## config.mk

```make
export PLATFORM = sky130hd
export DESIGN_NAME = lkv_ram
export DESIGN_NICKNAME = d
export VERILOG_FILES = /design/src/rtl/core/lkv_ram.sv
export SDC_FILE = /design/constraint.sdc
export NUM_CORES = 1
export LEC_CHECK = 0
export BUFFER_PORTS_ARGS = -buffer_cell sky130_fd_sc_hd__clkbuf_2
export CORE_MARGIN = 1.5
export CORE_UTILIZATION = 55
export DETAILED_ROUTE_END_ITERATION = 12
export PLACE_DENSITY_LB_ADDON = 0.08
export RECOVER_POWER = 25
export SYNTH_ARGS = -nofsm -noshare
export SYNTH_HDL_FRONTEND = slang
export SYNTH_SLANG_ARGS = --single-unit
```

## constraint.sdc

```tcl
create_clock -name clk -period 2 [get_ports clk]
set_clock_uncertainty 0.1 [all_clocks]
set_input_delay 0.1 -clock clk [delete_from_list [all_inputs] [get_ports clk]]
set_output_delay 0.1 -clock clk [all_outputs]
set_load 0.02 [all_outputs]
```

## src/rtl/core/lkv_ram.sv

```systemverilog
`timescale 1ns / 1ps
// ----------------------------------------------------------------------------
// lkv_ram
// generic single write port, single read port ram with registered read
// ----------------------------------------------------------------------------
module lkv_ram #(
  parameter int WIDTH = 8,
  parameter int DEPTH = 16,
  parameter int AW    = (DEPTH > 1) ? $clog2(DEPTH) : 1
) (
  input  logic             clk,
  input  logic             we,
  input  logic [AW-1:0]    waddr,
  input  logic [WIDTH-1:0] wdata,
  input  logic [AW-1:0]    raddr,
  output logic [WIDTH-1:0] rdata
);

  logic [WIDTH-1:0] mem [DEPTH];

  always_ff @(posedge clk) begin
    if (we) begin
      mem[waddr] <= wdata;
    end
    rdata <= mem[raddr];
  end

endmodule

```

# Word-level counts from Yosys, hierarchy flattened
# Memories as Yosys holds them, arrays and structs flattened. A register that Yosys moved wholly into a read port is not among the register bits.
# Cells that the tools add are included.
# totals
ff_bits	0
latch_bits	0
ram_bits	128
romBits	0
in_bits	18
output_inout_bits	8
word_cells	3
memories	1
# mem_list
name	words	word_bits	rd	rd_clocked_by_memory_dff	write_ports	line_no	text
mem	16	8	1	1	1	19	logic [WIDTH-1:0] mem [DEPTH];
# op_classes
add_sub_neg	0
n_mul	0
n_div	0
magnitude_cmp	0
eq_ne	0
n_shift	0
n_mux	2
bitwise	0
reduce_logical	0
# op_table
operator	count
$mux W1	2

# Logic depth before layout (Yosys ltp)
# logic_depth
ltp_word	2
depth_mapped	5
depth_no_buf	3

# Least setup slack after synthesis
# OpenSTA, ideal clock, no wires.
# synth_timing
path_kind	input -> register
from	input port waddr[2]
to	memory mem[0][0], enable pin
setup_time_ps	383
t_arrival_ps	1210
required_time_ps	1517
setup_slack_ps	307
stages	2
path_buffers	0
cell_sequence	or3b_2 nor3_1
# synth_rtl
item	line_no	text
start, declared	13	input logic [AW-1:0] waddr,
end, declared	19	
# No word-level cell before the write port.

==> impl_metrics.csv <==
group,metric,value,unit
finish,stdcell_count,417,
setup_path,cp.required,2.28,ns
global_route,grtUsageTotal,0.217,
route,drc,0,
global_route,antenna_found_initial,1,
placed_design,placed_cell_area,5510,um2
floorplanning,io_pins,26,
sta,finalMaxSlewViolations,0,
clock_network,clk_latency,0.52,ns
synthesis,ys_seq_area_frac,0.778,
synthesis,ys_ff_latch,136,
synthesis,synth.area.top_cells,"edfxtp_1, mux4_2, mux4_1",
route,dr_total_vias,2431,
route,vias_per_cell,5.83,
global_route,grt-ovfl-total,0,
finish,final_common_cell,"edfxtp_1",
finish,fin_area,6240,um2
floorplanning,chipHeight,99.7,um
placed_design,place_hpwl,5800,um
route,wl_per_cell,22.7,um
synthesis,synth_area,5150,um2
placed_design,buffer_ports.inserted,25,
clock_network,tritoncts,"yes",
setup_path,critPathCaptureType,"register",
clock_network,clock_path_buffers,2,
setup_path,critPathMaxFanout,1,
setup_path,r2r-start,"mem[1][0]",
sta,hold_viol_final,0,
clock_network,clkTransAtPathRegs,0.06,ns
synthesis,avgSynthCellArea,22.5,um2
route,dr.pass1.iters,4,
setup_path,critPathKind,"register to register",
sta,maxSlewHeadroom,0.569,
clock_network,cts_resized,0,
clock_network,cts_made_buffers,17,
placed_design,post-place-ws,0.370,ns
global_route,grt_pass1_vias,2558,
route,routed_wl,9460,um
finish,drive_gt1_frac,0.266,
placed_design,place_inst,376,
finish,synthToLayoutAreaGrowth,21.3,%
global_route,grt_start_max_net_pins,33,
floorplanning,die-width,99.7,um
synthesis,synth_cell_types,19,
floorplanning,core,9150,um2
floorplanning,fp-row-count,35,
pwr,peakVddDrop,911,uV
clock_network,h-tree-depth,4,
sta,fin_tns_setup,0,ns
route,ant_nets,0,
finish,most-common-layout-cells,"edfxtp_1, clkbuf_2, mux4_2",
sta,hold_ws,0.0295,ns
run_status,status,"completed",
sta,period_minus_slack,1.43,ns
sta,period_share,0.716,
sta,fin_ws,0.569,ns
min_path,hp-class,"input port to register",
setup_path,start_kind,"register",
sta,rsz0062_at_grt,"no",
setup_path,crit_start,"mem[1][0]",
synthesis,synth-warning-count,0,
sta,fmax,699,MHz
finish,fillers,592,
pwr,powerDensity,1150,nW/um2
global_route,grt_pass1_wl,14700,um
flow_run,maxCapViolations,0,
clock_network,clkSinkCount,136,
synthesis,yosysTopAreaCell,"edfxtp_1",
min_path,hold_start,"raddr[3]",
route,drt_iter0_drc,186,
synthesis,synth_cells,229,
setup_path,worstPathArrival,1.72,ns
finish,nNetsFinal,310,
floorplanning,start_util,0.562,
synthesis,synth.top_cell.area_share,0.747,
sta,setup_viol,0,
floorplanning,dieArea,9950,um2
placed_design,place.gp.congestion,0.737,
pwr,p_leak,2.13,nW
clock_network,root_buffer,"clkbuf_8",
sta,tightestPinTransition,0.646,ns
synthesis,synth_fp_nets,247,
[worst max-delay path, cell delays in order, from the launching register on]
cell and delay, ns:
edfxtp_1 0.34, mux4_1 0.49, a22oi_1 0.27, nand2_1 0.09
[routing by layer]
layer,GRT usage,part of all wire,up-vias
li1,-,-,1103
met1,0.323,0.45,1236
met2,0.314,0.49,87
met3,0.0562,0.053,5
met4,0.0845,0.0069,0
met5,0,0,-
[synthesized netlist by cell type]
library cell and number:
and2b_1 1, a22oi_1 16, nand2b_1 2, edfxtp_1 128
clkdlybuf4s25_2 3, and2_1 1, buf_2 3, nor2_1 13
buf_6 3, nor2b_1 1, mux4_2 18, mux4_1 14
nand3_1 1, nand3b_1 2, buf_4 1, or3b_2 1
dfxtp_1 8, nor3_1 4, nand2_1 9
[final timing paths]
path,endpoint,slack (ns),cells past startpoint
max,rdata[0],0.57,3
min,rdata[3],0.03,5
max reg2reg,rdata[0],0.57,3
min reg2reg,rdata[6],0.57,3
[metrics by stage]
step	utilization	power, W
CTS	0.687	0.00722
detailed placement	0.602	0.00358
finish	0.682	0.00717
global route	0.682	0.00736
global placement	0.602	0.00358
floorplan	-	0.00344
[cell families after synthesis]
logic type | Yosys count | synth area share
DFF | 136 | 0.778
and+or+nand+nor | 35 | 0.0318
muxes | 32 | 0.150
AOI/OAI and AO/OA | 16 | 0.0233
buffers and inverters | 10 | 0.0168
[sequential cells by signal (all words and copies together), names as in the netlist]
signal,cells
mem,128
rdata,8
[area by class of cell]
class	instances	area, um2	share of cell area
diodes	1	2.50	0.000401
clock buffers	20	425	0.0681
well taps	111	139	0.0222
multi-input cells	83	1060	0.169
clock inverters	12	270	0.0433
flip-flops and latches	136	4000	0.641
repair buffers	54	347	0.0555
[power by group]
part           leakage [nW]  total, W  internal [W]  switching [W]
sequential             1.22   0.00321       0.00319      0.0000200
combinational         0.576  0.000320      0.000137       0.000183
clock                 0.334   0.00364       0.00253        0.00111
total                  2.13   0.00717       0.00586        0.00131
[timing repair]
| action | 4_1_cts | 5_1_grt |
|---|---|---|
| hold endpoints to repair | 128 | 0 |
| hold buffers | 8 | 0 |
| buffers inserted | 0 | 0 |
(Power assumes the default switching activity.)
